[config.mk]
export PLATFORM = sky130hd
export DESIGN_NAME = gedd_ram
export DESIGN_NICKNAME = d
export VERILOG_FILES = /design/src/sv/grey_error_diffusion_dither_assert.svh /design/src/sv/gedd_ram.sv
export SDC_FILE = /design/constraint.sdc
export NUM_CORES = 1
export LEC_CHECK = 0
export ABC_AREA = 0
export BUFFER_PORTS_ARGS = -buffer_cell sky130_fd_sc_hd__buf_4
export CORE_AREA = 2 2 106 108
export CTS_BUF_LIST = sky130_fd_sc_hd__clkbuf_16
export DETAILED_ROUTE_END_ITERATION = 7
export DIE_AREA = 0 0 108 110
export PLACE_DENSITY = 0.86
export SYNTH_ARGS = -nofsm -noshare
export SYNTH_HDL_FRONTEND = slang
export SYNTH_SLANG_ARGS = --single-unit
[constraint.sdc]
create_clock -name clk_i -period 2.4 [get_ports clk_i]
set_input_delay 0.6 -clock clk_i [delete_from_list [all_inputs] [get_ports clk_i]]
set_output_delay 0.6 -clock clk_i [all_outputs]
set_load 0.01 [all_outputs]
[src/sv/grey_error_diffusion_dither_assert.svh]
// Assertion macros shared by the dither RTL.
`ifndef GREY_ERROR_DIFFUSION_DITHER_ASSERT_SVH
`define GREY_ERROR_DIFFUSION_DITHER_ASSERT_SVH

// Clocked assertion with an explicit clock and active-low reset.
`define GEDD_ASSERT_CLK(label, clk, rst_n, prop, msg) \
  label: assert property (@(posedge clk) disable iff (!rst_n) prop) else $error(msg);

// Default form: clk_i and rst_ni of the enclosing module.
`define GEDD_ASSERT(label, prop, msg) \
  `GEDD_ASSERT_CLK(label, clk_i, rst_ni, prop, msg)

`endif

[src/sv/gedd_ram.sv]
// Generic RAM: one write port, two registered read ports.
module gedd_ram #(
  parameter int Width = 8,
  parameter int Depth = 16
) (
  input  logic                     clk_i,
  input  logic                     we_i,
  input  logic [$clog2(Depth)-1:0] waddr_i,
  input  logic [Width-1:0]         wdata_i,
  input  logic [$clog2(Depth)-1:0] raddr_a_i,
  output logic [Width-1:0]         rdata_a_o,
  input  logic [$clog2(Depth)-1:0] raddr_b_i,
  output logic [Width-1:0]         rdata_b_o
);

  logic [Width-1:0] mem_q [Depth];
  logic [Width-1:0] rdata_a_q;
  logic [Width-1:0] rdata_b_q;

  always_ff @(posedge clk_i) begin
    if (we_i) begin
      mem_q[waddr_i] <= wdata_i;
    end
    rdata_a_q <= mem_q[raddr_a_i];
    rdata_b_q <= mem_q[raddr_b_i];
  end

  assign rdata_a_o = rdata_a_q;
  assign rdata_b_o = rdata_b_q;

endmodule

==> results.ini <==
[clock_tree]
clockBufferDepth = 2
cts_sinks = 144
clk_latency_ns = 0.42
clk_pin_slew_worst_paths_ns = 0.06
cts_root_buffer = clkbuf_16
cts_setup_buffers = 0
cts_inserted_buffers = 17
htreeDepth = 4
cts_tree = yes
cts_hold_buffers = 0
post_cts_resized = 0

[setup_path]
required_ns = 2.69
cp.arrival_ns = 1.96
path_max_fanout = 12
path_class = in -> reg
cp-start-kind = primary input
end_kind = flop

[synthesis]
ys_warn_count = 0
yosysTopAreaCell = edfxtp_1
syn-cell-area_um2 = 6350
yosys_register_bits = 144
yosys-top-cells-area = edfxtp_1, mux4_2, mux4_1, dfxtp_1, a22oi_1
synth_cells = 307
syn_nets = 329
syn_avg_cell_area_um2 = 20.7
yosysTopAreaCellShare_pct = 60.6
synthDistinctLibCells = 20
ys_seq_area_share_pct = 65.6

[global_route]
use_met1_pct = 33.7
gr-usage-met2_pct = 44.2
gr-total-overflow = 0
top_usage_layer = met2
antenna_found_initial = 0
grt_max_degree = 33
grt_use_met3_pct = 5.88
grt_pass1_wl_um = 21700
grt_usage_pct = 26.5
grt_pass1_vias = 3668

[routing]
drc = 0
drt_wl_total_um = 14200
vias = 3503
drt_iter0_markers = 380
post_drt_wl_per_cell_um = 27.3
vias_per_cell = 6.74
postRouteAntennaNets = 0
dr.pass1.iters = 5

[pwr]
p_clk_share_pct = 44.0
seqPwrFrac_pct = 48.3
p_switching_mw = 1.24
p_comb_share_pct = 7.7
power.density_nw_per_um2 = 791
p_sw_share_pct = 21.1
p_int_mw = 4.64
cellLeakagePower_nw = 2.61
ir_worst_vdd_v = 0.000523

[die]
fp.dieArea_um2 = 11900
start_util_pct = 59.3
ios = 38
die_h_um = 110
die_w_um = 108
fp.coreArea_um2 = 10700
row_count = 38

[run_status]
outcome = completed

[flow_run]
max_cap_viol_count = 0

[finish]
drive_above_1_share_pct = 32.9
final_util_pct = 69.5
syn_to_final_growth_pct = 17.2
antenna_cells = 0
nNetsFinal = 389
final_area_um2 = 7440

[placement]
finalWeightedCongestion = 0.839
dp_hpwl_um = 9280
io_buffers = 37
placed_cell_area_um2 = 6860

[hold_path]
hold_path_class = in -> reg

[sta]
finalCriticalPeriod_ns = 1.68
setup_viol = 0
fin_skew_ns = 0.00937
period_share_pct = 69.9
drv_slew = 0
max_freq_mhz = 596
worst_pin_slew_ns = 0.685
relSlewSlack_pct = 54.2
setup_tns_ns = 0
rsz0062_at_grt = no
hold_viol_final = 0

-- worst max-delay path, cell delays in order --
cell	delay (ns)
buf_4	0.22
buf_12	0.20
mux4_2	0.51
a22oi_1	0.32
nand2_1	0.11
-- sequential cells by signal, summed over array words and instances, names as in the netlist --
name / count
mem_q: 128
rdata_a_o: 8
rdata_b_o: 8
-- cells by family (layout without fill, tap and decap cells) --
family / after synthesis / count (layout) / synth area share (%)
simple gates: 47 / 47 / 3.43
buf+inv: 20 / 93 / 2.72
flops: 144 / 144 / 65.6
compound gates: 32 / 32 / 3.79
mux: 64 / 64 / 24.4
-- worst paths after layout --
check                              start                      to  slack, ns  depth (start not counted)
setup reg to reg   mem_q[8][7]$_DFFE_PP_    rdata_b_o[7]$_DFF_P_       0.91                          3
hold reg to reg   mem_q[14][1]$_DFFE_PP_    rdata_b_o[1]$_DFF_P_       0.70                          3
setup / recovery            raddr_b_i[0]    rdata_b_o[6]$_DFF_P_       0.72                          5
hold / removal                wdata_i[7]  mem_q[12][7]$_DFFE_PP_       0.48                          1
-- layout make-up --
cell class,instances,area (µm²)
Clock buffer,17,425
Clock inverter,15,155
Sequential cell,144,4160
Fill cell,634,3260
Tap cell,140,175
Multi-Input combinational cell,143,2010
Timing Repair Buffer,61,508
-- metrics by stage --
stage	instances	hold slack (ns)	worst slack (ns)	total power, mW
floorplan	307	0.647	0.307	3.15
global placement	488	0.666	0.331	3.32
detailed placement	488	0.686	0.329	3.34
CTS	520	0.474	0.733	5.90
global route	520	0.482	0.652	6.05
finish	520	0.475	0.721	5.88
-- layer usage --
layer / share of wire [%] / vias up / wire length, µm
met2: 52 / 211 / 7440
li1: - / 1461 / -
met3: 8.0 / 36 / 1130
met5: 0 / - / 0
met1: 37 / 1795 / 5200
met4: 2.9 / 0 / 411
-- cells in the final DEF, fill, tap and decap left out --
master	synthesis	layout
bufinv_16	0	3
nor3_1	4	4
inv_1	0	2
nand2_1	17	17
nor2b_1	2	2
dfxtp_1	16	16
or3b_2	1	1
nor2_1	14	14
clkinv_1	0	3
edfxtp_1	128	128
and2_1	2	2
clkinv_4	0	1
buf_4	2	57
clkinv_2	0	3
nand3_1	1	1
a22oi_1	32	32
clkbuf_16	0	17
buf_12	0	4
mux4_4	2	2
nand3b_1	2	2
mux4_1	28	28
nand2b_1	2	2
mux4_2	34	34
clkinvlp_4	0	3
and2b_1	2	2
-- power groups by stage --
stage          Combinational [mW]  Sequential (mW)  Clock (mW)
5_1_grt                     0.486             2.85        2.72
4_1_cts                     0.456             2.84        2.60
3_3_place_gp                0.436             2.89           0
6_report                    0.455             2.84        2.59
3_5_place_dp                0.452             2.89           0
2_1_floorplan               0.253             2.89           0
-- synthesized netlist by cell type --
master	number
nand3_1	1
dfxtp_1	16
nor2b_1	2
mux4_2	34
edfxtp_1	128
and2_1	2
nand3b_1	2
a22oi_1	32
mux4_1	28
mux4_4	2
buf_2	6
nor2_1	14
buf_6	6
and2b_1	2
nand2b_1	2
or3b_2	1
clkdlybuf4s25_2	6
nor3_1	4
nand2_1	17
buf_4	2
Note: power is estimated with default switching activity, not from simulation.
