[config.mk]
export PLATFORM = sky130hd
export DESIGN_NAME = gedd_cfg
export DESIGN_NICKNAME = d
export VERILOG_FILES = /design/src/sv/grey_error_diffusion_dither_assert.svh /design/src/sv/gedd_pkg.sv /design/src/sv/gedd_div.sv /design/src/sv/gedd_cfg.sv
export SDC_FILE = /design/constraint.sdc
export NUM_CORES = 1
export LEC_CHECK = 0
export ABC_CLOCK_PERIOD_IN_PS = 3000
export BUFFER_PORTS_ARGS = -buffer_cell sky130_fd_sc_hd__buf_4
export CAP_MARGIN = 20
export CORE_MARGIN = 10
export CORE_UTILIZATION = 55
export CTS_BUF_LIST = sky130_fd_sc_hd__clkbuf_8
export DETAILED_ROUTE_END_ITERATION = 6
export PLACE_DENSITY = 0.78
export SYNTH_ARGS = -nofsm -noshare
export SYNTH_HDL_FRONTEND = slang
export SYNTH_HIERARCHICAL = 1
export SYNTH_SLANG_ARGS = --single-unit
[constraint.sdc]
create_clock -name clk_i -period 3 [get_ports clk_i]
set_input_delay 0 -clock clk_i [delete_from_list [all_inputs] [get_ports clk_i]]
set_output_delay 0 -clock clk_i [all_outputs]
set_load 0.05 [all_outputs]
[src/sv/grey_error_diffusion_dither_assert.svh]
// Assertion macros shared by the dither RTL.
`ifndef GREY_ERROR_DIFFUSION_DITHER_ASSERT_SVH
`define GREY_ERROR_DIFFUSION_DITHER_ASSERT_SVH

// Clocked assertion with an explicit clock and active-low reset.
`define GEDD_ASSERT_CLK(label, clk, rst_n, prop, msg) \
  label: assert property (@(posedge clk) disable iff (!rst_n) prop) else $error(msg);

// Default form: clk_i and rst_ni of the enclosing module.
`define GEDD_ASSERT(label, prop, msg) \
  `GEDD_ASSERT_CLK(label, clk_i, rst_ni, prop, msg)

`endif

[src/sv/gedd_pkg.sv]
// Types, constants and codes of the grey error diffusion dither.
package gedd_pkg;

  localparam int MAX_LINE_DEFAULT = 1024;

  localparam int PIX_W  = 8;
  localparam int POS_W  = 13;
  localparam int ORG_W  = 12;
  localparam int ROW_W  = 12;
  localparam int LW_W   = 11;
  localparam int LEV_W  = 9;
  localparam int ERR_W  = 12;
  localparam int SUM_W  = 14;
  localparam int QZ_W   = 12;
  localparam int T_W    = 9;
  localparam int Q_W    = 8;
  localparam int M_W    = 21;
  localparam int RECIP_SHIFT = 21;
  localparam int DIV_DW = 22;
  localparam int CFG_DW = 12;
  localparam int CFG_IW = 3;

  localparam int GREY_MAX = 255;
  localparam logic [ERR_W-1:0] SEED_ROW   = ERR_W'((9 * GREY_MAX) / 32);
  localparam logic [ERR_W-1:0] SEED_RIGHT = ERR_W'((7 * GREY_MAX) / 32);
  localparam logic [ERR_W-1:0] SEED_DIAG  = ERR_W'(GREY_MAX / 32);

  // reset values of the derived divisor, step and reciprocal (two levels)
  localparam logic [T_W-1:0] T_RESET = T_W'(512 / 2);
  localparam logic [Q_W-1:0] Q_RESET = Q_W'(GREY_MAX / 1);
  localparam logic [M_W-1:0] M_RESET = M_W'((1 << RECIP_SHIFT) / 256);

  typedef enum logic [CFG_IW-1:0] {
    CFG_LINE_WIDTH  = 3'd0,
    CFG_GREY_LEVELS = 3'd1,
    CFG_DITHER_MODE = 3'd2,
    CFG_BANDPASS    = 3'd3,
    CFG_MONO_THR    = 3'd4,
    CFG_ORIGIN_X    = 3'd5,
    CFG_ORIGIN_Y    = 3'd6
  } cfg_reg_e;

  typedef enum logic [2:0] {
    DP_IDLE,
    DP_START_T,
    DP_T,
    DP_Q,
    DP_M
  } div_phase_e;

  typedef enum logic [2:0] {
    ST_CLEAR,
    ST_IDLE,
    ST_SUM,
    ST_MUL,
    ST_LVL,
    ST_WR0,
    ST_WR1,
    ST_OUT
  } dith_state_e;

  typedef struct packed {
    logic [LW_W-1:0]  line_width;
    logic             dither_mode;
    logic [PIX_W-1:0] bandpass;
    logic [PIX_W-1:0] mono_thr;
    logic [ORG_W-1:0] origin_x;
    logic [ORG_W-1:0] origin_y;
    logic             two_level;
    logic [T_W-1:0]   t;
    logic [Q_W-1:0]   q;
    logic [M_W-1:0]   m;
    logic             busy;
  } cfg_t;

  typedef struct packed {
    logic             tag;
    logic [ERR_W-1:0] err;
  } row_word_t;

endpackage

[src/sv/gedd_div.sv]
// Restoring divider, one quotient bit per cycle.
module gedd_div #(
  parameter int DivW = 22,
  parameter int VsrW = 9
) (
  input  logic            clk_i,
  input  logic            rst_ni,
  input  logic            start_i,
  input  logic [DivW-1:0] dividend_i,
  input  logic [VsrW-1:0] divisor_i,
  output logic            done_o,
  output logic [DivW-1:0] quot_o
);

  localparam int CntW = $clog2(DivW + 1);

  logic [DivW-1:0] dq_q;
  logic [VsrW-1:0] rem_q;
  logic [VsrW-1:0] dv_q;
  logic [CntW-1:0] cnt_q;
  logic            busy_q;
  logic            done_q;
  logic [VsrW:0]   trial;
  logic            ge;
  logic [VsrW:0]   diff;

  assign trial = {rem_q, dq_q[DivW-1]};
  assign ge    = trial >= {1'b0, dv_q};
  assign diff  = trial - {1'b0, dv_q};

  always_ff @(posedge clk_i or negedge rst_ni) begin
    if (!rst_ni) begin
      busy_q <= 1'b0;
      done_q <= 1'b0;
      cnt_q  <= '0;
    end else if (start_i) begin
      busy_q <= 1'b1;
      done_q <= 1'b0;
      cnt_q  <= CntW'(DivW);
    end else if (busy_q) begin
      cnt_q <= cnt_q - 1'b1;
      if (cnt_q == CntW'(1)) begin
        busy_q <= 1'b0;
        done_q <= 1'b1;
      end
    end else begin
      done_q <= 1'b0;
    end
  end

  always_ff @(posedge clk_i) begin
    if (start_i) begin
      dq_q  <= dividend_i;
      rem_q <= '0;
      dv_q  <= divisor_i;
    end else if (busy_q) begin
      dq_q  <= {dq_q[DivW-2:0], ge};
      rem_q <= ge ? diff[VsrW-1:0] : trial[VsrW-1:0];
    end
  end

  assign done_o = done_q;
  assign quot_o = dq_q;

endmodule

[src/sv/gedd_cfg.sv]
// Configuration registers and derived quantizer constants.
module gedd_cfg (
  input  logic                        clk_i,
  input  logic                        rst_ni,
  input  logic                        cfg_we_i,
  input  logic [gedd_pkg::CFG_IW-1:0] cfg_idx_i,
  input  logic [gedd_pkg::CFG_DW-1:0] cfg_wdata_i,
  output gedd_pkg::cfg_t              cfg_o
);
  import gedd_pkg::*;

  logic [LW_W-1:0]  line_width_q;
  logic [LEV_W-1:0] levels_q;
  logic             dither_q;
  logic [PIX_W-1:0] bandpass_q;
  logic [PIX_W-1:0] mono_thr_q;
  logic [ORG_W-1:0] origin_x_q;
  logic [ORG_W-1:0] origin_y_q;
  logic [T_W-1:0]   t_q;
  logic [Q_W-1:0]   q_q;
  logic [M_W-1:0]   m_q;
  div_phase_e       phase_q, phase_d;

  logic              lev_wr;
  logic [LEV_W-1:0]  lev_c;
  logic              div_start;
  logic [DIV_DW-1:0] div_dividend;
  logic [T_W-1:0]    div_divisor;
  logic              div_done;
  logic [DIV_DW-1:0] div_quot;

  assign lev_wr = cfg_we_i && (cfg_reg_e'(cfg_idx_i) == CFG_GREY_LEVELS);

  always_comb begin
    if (levels_q < LEV_W'(2)) begin
      lev_c = LEV_W'(2);
    end else if (levels_q > LEV_W'(256)) begin
      lev_c = LEV_W'(256);
    end else begin
      lev_c = levels_q;
    end
  end

  always_ff @(posedge clk_i or negedge rst_ni) begin
    if (!rst_ni) begin
      line_width_q <= LW_W'(128);
      levels_q     <= LEV_W'(2);
      dither_q     <= 1'b1;
      bandpass_q   <= '0;
      mono_thr_q   <= PIX_W'(127);
      origin_x_q   <= '0;
      origin_y_q   <= '0;
    end else if (cfg_we_i) begin
      case (cfg_reg_e'(cfg_idx_i))
        CFG_LINE_WIDTH:  line_width_q <= cfg_wdata_i[LW_W-1:0];
        CFG_GREY_LEVELS: levels_q     <= cfg_wdata_i[LEV_W-1:0];
        CFG_DITHER_MODE: dither_q     <= cfg_wdata_i[0];
        CFG_BANDPASS:    bandpass_q   <= cfg_wdata_i[PIX_W-1:0];
        CFG_MONO_THR:    mono_thr_q   <= cfg_wdata_i[PIX_W-1:0];
        CFG_ORIGIN_X:    origin_x_q   <= cfg_wdata_i[ORG_W-1:0];
        CFG_ORIGIN_Y:    origin_y_q   <= cfg_wdata_i[ORG_W-1:0];
        default: ;
      endcase
    end
  end

  // t = 512 / L, q = 255 / (L - 1), m = ceil(2^21 / t)
  always_comb begin
    phase_d      = phase_q;
    div_start    = 1'b0;
    div_dividend = DIV_DW'(512);
    div_divisor  = lev_c;
    unique case (phase_q)
      DP_IDLE: ;
      DP_START_T: begin
        div_start = 1'b1;
        phase_d   = DP_T;
      end
      DP_T: begin
        if (div_done) begin
          div_start    = 1'b1;
          div_dividend = DIV_DW'(GREY_MAX);
          div_divisor  = lev_c - 1'b1;
          phase_d      = DP_Q;
        end
      end
      DP_Q: begin
        if (div_done) begin
          div_start    = 1'b1;
          div_dividend = DIV_DW'(1 << RECIP_SHIFT) + DIV_DW'(t_q) - DIV_DW'(1);
          div_divisor  = t_q;
          phase_d      = DP_M;
        end
      end
      DP_M: begin
        if (div_done) begin
          phase_d = DP_IDLE;
        end
      end
      default: phase_d = DP_IDLE;
    endcase
    if (lev_wr) begin
      phase_d   = DP_START_T;
      div_start = 1'b0;
    end
  end

  always_ff @(posedge clk_i or negedge rst_ni) begin
    if (!rst_ni) begin
      phase_q <= DP_IDLE;
      t_q     <= T_RESET;
      q_q     <= Q_RESET;
      m_q     <= M_RESET;
    end else begin
      phase_q <= phase_d;
      if (div_done && !lev_wr) begin
        if (phase_q == DP_T) t_q <= div_quot[T_W-1:0];
        if (phase_q == DP_Q) q_q <= div_quot[Q_W-1:0];
        if (phase_q == DP_M) m_q <= div_quot[M_W-1:0];
      end
    end
  end

  gedd_div #(
    .DivW (DIV_DW),
    .VsrW (T_W)
  ) u_div (
    .clk_i      (clk_i),
    .rst_ni     (rst_ni),
    .start_i    (div_start),
    .dividend_i (div_dividend),
    .divisor_i  (div_divisor),
    .done_o     (div_done),
    .quot_o     (div_quot)
  );

  always_comb begin
    cfg_o.line_width  = line_width_q;
    cfg_o.dither_mode = dither_q;
    cfg_o.bandpass    = bandpass_q;
    cfg_o.mono_thr    = mono_thr_q;
    cfg_o.origin_x    = origin_x_q;
    cfg_o.origin_y    = origin_y_q;
    cfg_o.two_level   = lev_c == LEV_W'(2);
    cfg_o.t           = t_q;
    cfg_o.q           = q_q;
    cfg_o.m           = m_q;
    cfg_o.busy        = phase_q != DP_IDLE;
  end

endmodule

==> results.yml, run 1 <==
status:
  status: "complete, no violations"
final_layout:
  postLayoutCoreUtil_pct: 68.1
  areaGrowthSynthToFinish_pct: 22.0
  final_cell_area_um2: 8560
  fin_nets: 717
  diodes: 0
  drive_gt1_share_pct: 42.1
synthesis:
  yosys-top-cells-count: "mux2_2 (111), dfrtp_1 (89), nand2_1 (41)"
  async_flop_share_pct: 73.2
  syn_inst: 555
  yosysSeqAreaShare_pct: 55.1
  synth_top_area_cell: "dfrtp_1"
  synth_area_leaders: "dfrtp_1 (32%), mux2_2 (18%), edfxtp_1 (13%), dfstp_2 (7.5%), ha_1 (2.7%)"
  ys_types: 61
  yosysMostFrequentCell: "mux2_2"
  yosysWarnings: 6
  synth-seq-cells: 149
  synth_edf_count: 31
  synth.top_cell.area_share_pct: 31.7
  synth_nets: 589
  synth_flop_cell: "dfrtp_1"
  syn_avg_cell_area_um2: 12.6
  synth_area_um2: 7020
routing:
  drc: 0
  drtIter0Drc: 405
  ant_nets: 0
  viasPerCell: 5.61
  vias: 4872
  wirelength_mm: 16.3
  first_pass_iters: 5
  wl_per_cell_um: 18.8
floorplan:
  die_width_um: 133
  io_pins: 110
  row_count: 41
  die_area_um2: 17700
  coreArea_um2: 12600
  die_y_um: 133
  start_util_pct: 55.8
timing:
  timing.final.crit_share_pct: 86.6
  fmax_mhz: 385
  setup_tns_ps: 0
  rsz0062_at_grt: "no"
  tightest_slew_ps: 915
  fin_crit_ps: 2600
  max-slew-margin-rel_pct: 38.8
  hold_viol: 0
  final-setup-viol-count: 0
  slew_viol_final: 0
  fin_skew_ps: 12.0
global_route:
  grt.overflow.total: 0
  first_global_vias: 5264
  track_usage_pct: 18.9
  grt_max_degree: 89
  grt_pass1_wl_mm: 27.2
  antenna_found_initial: 0
critical_path:
  criticalPathCategory: "flop to output port"
  cp-end-kind: "output port"
  required_ps: 3000
  crit_path_start_kind: "flop"
  reg2reg_slack_ps: 430
  critPathArrivalTime_ps: 2600
  crit_fanout: 6
min_path:
  hold_class: "input port to flop"
clock_network:
  cts_resized: 0
  cts_buffers: 17
  cts_root_buf: "clkbuf_8"
  cts_hold_buf: 15
  cts.clk_slew.worst_paths_ps: 80
  cts_tree: "yes"
  postCtsSetupBuffers: 0
  cts-htree-levels: 4
  cts_buffer_depth: 2
  clock-sinks: 149
  clk_latency_ps: 450
pwr:
  pwr_density_cell_nw_per_um2: 1030
  comb_power_share_pct: 44.6
  p_int_w: 0.00516
  leakage_nw: 3.87
  power.switching_w: 0.00368
  p_sw_share_pct: 41.6
  vdd_ir_drop_max_mv: 0.621
  p_seq_share_pct: 37.8
  clockPowerShare_pct: 17.6
placed_design:
  io_buffer_count: 109
  place_area_um2: 8010
  dpl.hpwl_mm: 11.5
  place.gp.congestion: 0.948
run:
  maxCapViolCount: 0
-- state kept, by name (all words and copies together) (netlist names), 3 cells and up --
register / flops
origin_y_q: 12
origin_x_q: 12
bandpass_q: 8
levels_q: 9
q_q: 8
line_width_q: 11
u_div/cnt_q: 5
mono_thr_q: 8
phase_q: 3
t_q: 9
u_div/rem_q: 9
u_div/quot_o: 22
m_q: 21
u_div/dv_q: 9
-- power by group through the flow --
stage	combinational [W]	sequential, W	clock (W)
6_report	0.00394	0.00334	0.00155
5_1_grt	0.00427	0.00343	0.00167
4_1_cts	0.00395	0.00333	0.00158
3_5_place_dp	0.00391	0.00337	0
3_3_place_gp	0.00381	0.00333	0
2_1_floorplan	0.00211	0.00408	0
-- layer usage --
metal | global-route usage, % | share of wire, % | up-vias
met3 | 5.94 | 7.2 | 33
met2 | 31.8 | 51 | 168
met4 | 7.82 | 2.2 | 0
met1 | 21.9 | 40 | 2414
met5 | 0 | 0 | -
li1 | - | - | 2257
-- critical path, stage by stage (launching register included) --
cell	delay [ps]
dfrtp_1	440
nor4_1	410
nand2_1	210
o211ai_1	330
ha_1	200
nor3b_1	300
buf_4	270
-- metrics by stage --
| stage | cells | worst slack, ps | hold WS, ps | total power, W |
|---|---|---|---|---|
| floorplan | 555 | 197 | -296 | 0.00620 |
| global placement | 821 | 583 | -95.8 | 0.00713 |
| detailed placement | 821 | 479 | -84.0 | 0.00728 |
| CTS | 868 | 390 | 22.0 | 0.00887 |
| global route | 868 | 196 | 50.0 | 0.00936 |
| finish | 868 | 401 | 62.2 | 0.00883 |
-- layout make-up --
type,instances,area [um2]
Fill cell,915,4010
Timing Repair Buffer,133,1050
Clock inverter,14,148
Sequential cell,149,3860
Clock buffer,18,248
Tap cell,172,215
Inverter,24,90.1
Multi-Input combinational cell,358,2940
-- worst paths after layout --
check	from	end	cells after the start
min	cfg_idx_i[1]	mono_thr_q[7]$_DFFE_PN0P_	3
max reg2reg	levels_q[2]$_DFFE_PN0P_	u_div/dv_q[8]$_DFFE_PP_	7
min reg2reg	u_div/rem_q[8]$_SDFFE_PP0P_	u_div/rem_q[8]$_SDFFE_PP0P_	2
max in group asynchronous	rst_ni	m_q[18]$_DFFE_PN0P_	3
min in group asynchronous	rst_ni	m_q[13]$_DFFE_PN1P_	2
max	levels_q[2]$_DFFE_PN0P_	cfg_o[39]	6
-- logic make-up after synthesis --
family	synth area share, %
DFF	55.1
and+or+nand+nor	9.95
xor gates and xnor gates	1.87
muxes	19.1
AOI/OAI and AO/OA	7.99
buffers and inverters	3.05
adders and majority gates	2.96
-- cell usage in the layout, fill, tap and decap left out, types with 3 or more instances in the layout --
| cell type | netlist | final |
|---|---|---|
| xor2_1 | 5 | 5 |
| ha_1 | 15 | 15 |
| nand3b_1 | 4 | 4 |
| buf_4 | 4 | 117 |
| a211oi_1 | 4 | 4 |
| dfrtp_1 | 89 | 89 |
| bufinv_16 | 0 | 3 |
| edfxtp_1 | 31 | 31 |
| mux2i_1 | 9 | 9 |
| nor3_1 | 6 | 5 |
| nor4_1 | 5 | 5 |
| o21ai_0 | 15 | 15 |
| mux2_2 | 111 | 111 |
| a21oi_1 | 17 | 17 |
| nand2b_1 | 8 | 8 |
| dlygate4sd3_1 | 0 | 15 |
| and2_1 | 7 | 7 |
| o31ai_1 | 3 | 3 |
| dfxtp_1 | 9 | 9 |
| clkbuf_8 | 0 | 18 |
| and3_1 | 6 | 6 |
| o211ai_1 | 9 | 9 |
| inv_1 | 24 | 28 |
| xnor2_1 | 10 | 10 |
| o311ai_0 | 3 | 3 |
| nand3_1 | 8 | 8 |
| nor2_1 | 21 | 21 |
| dfstp_2 | 20 | 20 |
| nor3_2 | 2 | 3 |
| nor2b_1 | 4 | 4 |
| nand2_1 | 41 | 41 |
| a21o_1 | 5 | 5 |
| a31oi_1 | 4 | 4 |
| a32oi_1 | 4 | 4 |
| clkinv_2 | 0 | 3 |
Power figures use the tool's default switching activity.
==> inputs of run 2 (changes only) <==
- ABC_CLOCK_PERIOD_IN_PS: 3000 -> 3120
- clock period: 3 -> 3.12 ns (I/O delays scaled with it)
==> run 2 against run 1 <==
  * Core utilization is 0.11 points higher
  * Clock skew decreased by 6.1 ps
  * Combinational power down 2%
  * Final cell count grew 0.12%
  * Largest power group unchanged
  * Highest routed layer unchanged
==> results.yml, run 2 (synthesized netlist as in run 1, its figures left out) <==
status:
  status: "complete, no violations"
global_route:
  antenna_found_initial: 0
  track_usage_pct: 19.2
  first_global_vias: 5244
  grt_max_degree: 46
  grt.overflow.total: 0
  grt_pass1_wl_mm: 27.4
final_layout:
  largest_reg_flops: 22
  multi_input_area_um2: 2940
  diodes: 0
  fill_cells: 936
  register_area_um2: 3860
  final_common_cell: "buf_4"
  drive_gt1_share_pct: 42.8
  final_cell_area_um2: 8570
  areaGrowthSynthToFinish_pct: 22.2
  postLayoutCoreUtil_pct: 68.2
  fin_nets: 718
  layout_common_cells: "buf_4 (120), mux2_2 (111), dfrtp_1 (89)"
timing:
  tightest_slew_ps: 789
  slew_viol_final: 0
  fmax_mhz: 374
  setup_ws_ps: 443
  fin_skew_ps: 5.92
  max-slew-margin-rel_pct: 47.3
  fin_crit_ps: 2680
  rsz0062_at_grt: "no"
  final-setup-viol-count: 0
  setup_tns_ps: 0
  hold_viol: 0
  timing.final.crit_share_pct: 85.8
floorplan:
  row_count: 41
  die_area_um2: 17700
  coreArea_um2: 12600
  start_util_pct: 55.8
  io_pins: 110
  die_y_um: 133
  die_width_um: 133
placed_design:
  place.gp.congestion: 0.907
  pre_cts_slack_ps: 583
  io_buffer_count: 109
  dpl.hpwl_mm: 12.0
  place_area_um2: 8010
routing:
  first_pass_iters: 5
  vias: 4890
  ant_nets: 0
  viasPerCell: 5.63
  drc: 0
  drtIter0Drc: 450
  wl_per_cell_um: 19.3
  wirelength_mm: 16.8
critical_path:
  crit_fanout: 6
  worstReg2RegEnd: "u_div/dv_q[8]$_DFFE_PP_"
  crit_path_start_kind: "flop"
  r2r-start: "levels_q[2]$_DFFE_PN0P_"
  reg2regPathDepth: 7
  criticalPathCategory: "flop to flop"
  cp-end-kind: "flop"
  required_ps: 3410
  critPathArrivalTime_ps: 2960
  reg2reg_slack_ps: 440
clock_network:
  cts_root_buf: "clkbuf_8"
  cts_tree: "yes"
  clk_latency_ps: 440
  cts_buffers: 17
  postCtsSetupBuffers: 0
  clock-sinks: 149
  cts.clk_slew.worst_paths_ps: 80
  cts-htree-levels: 4
  cts_buffer_depth: 2
pwr:
  vdd_ir_drop_max_mv: 0.550
  leakage_nw: 3.87
  pwr_density_cell_nw_per_um2: 1010
min_path:
  hold_class: "input port to flop"
  holdCritStartpoint: "cfg_idx_i[2]"
  hold_depth: 4
  min_to: "phase_q[0]$_DFFE_PN0P_"
run:
  maxCapViolCount: 0
[run 2: cell types whose count changed in the layout (fill, tap and decap cells not counted), sizes merged]
cell	before	now
clkinvlp	2	0
clkbuf	18	19
dlygate4sd3	15	14
inv	30	27
clkinv	3	7
buf	118	120
[run 2: timing repair]
action                    4_1_cts  5_1_grt
resized for setup               0        0
hold buffers                   14        0
hold endpoints to repair      104        0
[run 2: worst max path at each step]
stage / slack [ps] / end / cells past startpoint / start
4_1_cts: 490 / u_div/dv_q[8]$_DFFE_PP_ / 7 / levels_q[2]$_DFFE_PN0P_
3_3_place_gp: 670 / u_div/dv_q[8]$_DFFE_PP_ / 7 / levels_q[2]$_DFFE_PN0P_
3_5_place_dp: 580 / u_div/dv_q[8]$_DFFE_PP_ / 7 / levels_q[2]$_DFFE_PN0P_
2_1_floorplan: 320 / u_div/quot_o[0]$_DFFE_PP_ / 7 / u_div/done_o$_DFFE_PN0P_
6_report: 440 / u_div/dv_q[8]$_DFFE_PP_ / 7 / levels_q[2]$_DFFE_PN0P_
5_1_grt: 280 / u_div/dv_q[8]$_DFFE_PP_ / 7 / levels_q[2]$_DFFE_PN0P_
[run 2: worst max-delay path, cell delays in order (launching register included)]
cell and delay [ps]:
dfrtp_1 440, nor4_1 420, nand2_1 230, o211ai_1 380, ha_1 330, o211ai_1 180
or4_1 430, o211ai_1 110
[run 2: metal layers]
metal	part of all wire [%]	GRT usage, %	up-vias	wire length, um
met5	0	0	-	0
met4	1.8	7.27	0	302
met3	5.6	5.98	27	935
met2	52	33.0	134	8810
met1	40	21.9	2463	6750
li1	-	-	2266	-
[run 2: cell type report]
class | count | area share, %
Inverter | 24 | 1.05
Multi-Input combinational cell | 358 | 34.3
Tap cell | 172 | 2.51
Clock inverter | 13 | 1.81
Clock buffer | 19 | 3.05
Timing Repair Buffer | 134 | 12.1
Sequential cell | 149 | 45.1
[run 2: power breakdown]
group          internal, W  switching [W]
registers          0.00272       0.000497
clock network     0.000831       0.000724
logic              0.00146        0.00240
[run 2: stage by stage]
stage | total power [W] | instances | hold slack (ps)
2_1_floorplan | 0.00596 | 555 | -296
3_3_place_gp | 0.00691 | 823 | 21.0
3_5_place_dp | 0.00706 | 823 | 40.9
4_1_cts | 0.00866 | 869 | 21.5
5_1_grt | 0.00911 | 869 | 40.3
6_report | 0.00862 | 869 | 48.9
==> inputs of run 3 (changes only) <==
- PLACE_DENSITY: 0.78 -> not set
- PLACE_DENSITY_LB_ADDON: not set -> 0.05
==> run 3 against run 2 <==
  * Clock skew grew 5.4 ps
  * Final cell count shrank 0.23%
  * Via count shrank 0.76%
  * Combinational power shrank 2%
  * Global-route usage grew 0.098 points
  * Routed wire length shrank 1.4%
  * Critical path type unchanged
  * Clock-buffer cell count shrank 2
  * Sequential cell count is the same
  * First-iteration DRC count shrank 42%
  * Power is essentially flat
  * Non-clock buffer count shrank 2
  * Register-to-register slack gained 130 ps
==> results.yml, run 3 (synthesized netlist as in run 1, its figures left out) <==
global_route:
  grt_pass1_wl_mm: 27.5
  track_usage_pct: 19.3
  first_global_vias: 5205
  grt.overflow.total: 0
  antenna_found_initial: 0
  grt_max_degree: 49
clock_network:
  cts_root_buf: "clkbuf_8"
  cts_buffer_depth: 2
  postCtsSetupBuffers: 0
  clock-sinks: 149
  cts.clk_slew.worst_paths_ps: 80
  cts_tree: "yes"
  cts_buffers: 17
  cts-htree-levels: 4
  clk_latency_ps: 460
final_layout:
  drive_gt1_share_pct: 42.6
  final_cell_area_um2: 8570
  diodes: 0
  largest_reg_flops: 22
  areaGrowthSynthToFinish_pct: 22.2
  fin_nets: 716
  final_common_cell: "buf_4"
  layout_common_cells: "buf_4 (118), mux2_2 (111), dfrtp_1 (89)"
floorplan:
  die_area_um2: 17700
  die_width_um: 133
  row_count: 41
  start_util_pct: 55.8
  coreArea_um2: 12600
  die_y_um: 133
  io_pins: 110
timing:
  fin_skew_ps: 11.3
  hold_viol: 0
  timing.final.crit_share_pct: 81.8
  max-slew-margin-rel_pct: 38.0
  fin_crit_ps: 2550
  rsz0062_at_grt: "no"
  tightest_slew_ps: 929
  setup_tns_ps: 0
  final-setup-viol-count: 0
  fmax_mhz: 392
  slew_viol_final: 0
routing:
  viasPerCell: 5.60
  vias: 4853
  drc: 0
  ant_nets: 0
  first_pass_iters: 5
  wl_per_cell_um: 19.1
  wirelength_mm: 16.6
  drtIter0Drc: 262
critical_path:
  critPathArrivalTime_ps: 2860
  worstPathCellList: "inv_1 > ha_1 > inv_1 > fa_1 > a211oi_2 > o21ai_2 > a31oi_4 > mux2i_1 > a211oi_1"
  critical-path-slowest-cell: "a31oi_4"
  cp-end-kind: "flop"
  criticalPathCategory: "flop to flop"
  crit_fanout: 14
  slowest_delay_ps: 430
  crit_path_start_kind: "flop"
  required_ps: 3430
  cpMostUsedCell: "inv_1"
run:
  maxCapViolCount: 0
pwr:
  p_int_w: 0.00503
  power.switching_w: 0.00360
  p_seq_share_pct: 37.2
  leakage_nw: 3.85
  comb_power_share_pct: 43.9
  pwr_density_cell_nw_per_um2: 1010
  vdd_ir_drop_max_mv: 0.691
  clockPowerShare_pct: 18.9
  p_sw_share_pct: 41.7
status:
  status: "complete, no violations"
placed_design:
  dpl.hpwl_mm: 11.9
  place_area_um2: 8000
  place.gp.congestion: 0.862
  io_buffer_count: 109
min_path:
  hold_class: "input port to flop"
run 3: cell count changes in the layout (fill, tap and decap cells not counted), moves of 2 or more:
cell,change
buf_4,-2
clkinv_2,-3
inv_6,+2
clkbuf_8,-2
clkinvlp_4,+3
run 3: final timing paths:
path | cells after the start | from | endpoint | slack, ps
max | 9 | u_div/quot_o[21]$_DFFE_PP_ | u_div/rem_q[1]$_SDFFE_PP0P_ | 570
min | 3 | cfg_idx_i[1] | mono_thr_q[4]$_DFFE_PN1P_ | 50
max reg2reg | 9 | u_div/quot_o[21]$_DFFE_PP_ | u_div/rem_q[1]$_SDFFE_PP0P_ | 570
min reg2reg | 2 | u_div/rem_q[8]$_SDFFE_PP0P_ | u_div/rem_q[8]$_SDFFE_PP0P_ | 480
max in group asynchronous | 3 | rst_ni | q_q[5]$_DFFE_PN1P_ | 2110
min in group asynchronous | 2 | rst_ni | origin_x_q[11]$_DFFE_PN0P_ | 90
run 3: layer usage:
layer	GRT usage [%]	vias to the layer above	part of all wire (%)
li1	-	2266	-
met1	23.5	2428	42
met2	31.1	143	50
met3	7.23	16	7.1
met4	6.11	0	0.81
met5	0	-	0
run 3: cell type report:
| cell class | count | area [um2] |
|---|---|---|
| inverters | 24 | 90.1 |
| fillers | 973 | 4000 |
| clock buffers | 17 | 234 |
| well taps | 172 | 215 |
| flip-flops and latches | 149 | 3860 |
| clock inverters | 15 | 201 |
| repair buffers | 132 | 1030 |
| multi-input cells | 358 | 2940 |
run 3: repair_timing:
action / in CTS / in global routing
resized for setup: 0 / 0
hold buffers: 14 / 0
hold endpoints to repair: 107 / 0
run 3: stage by stage:
step,setup WS [ps],hold WS (ps),power [W],utilization (%),instances
global placement,654,27.9,0.00690,63.6,821
floorplan,317,-296,0.00596,-,555
global route,345,26.3,0.00915,68.2,867
finish,568,54.6,0.00863,68.2,867
detailed placement,616,36.1,0.00701,63.6,821
CTS,584,26.6,0.00866,68.2,867
run 3: power groups by stage:
| stage | clock network [W] | registers (W) | logic (W) |
|---|---|---|---|
| 2_1_floorplan | 0 | 0.00392 | 0.00203 |
| 3_3_place_gp | 0 | 0.00321 | 0.00369 |
| 3_5_place_dp | 0 | 0.00324 | 0.00377 |
| 4_1_cts | 0.00166 | 0.00321 | 0.00380 |
| 5_1_grt | 0.00177 | 0.00329 | 0.00409 |
| 6_report | 0.00163 | 0.00321 | 0.00379 |
run 3: worst max-delay path, delay by kind of cell, from the launching register on:
| family | cells | cell delay (ps) |
|---|---|---|
| compound gates | 4 | 1000 |
| fa+ha+maj | 2 | 620 |
| buf+inv | 2 | 150 |
| flops | 1 | 390 |
| mux | 1 | 260 |
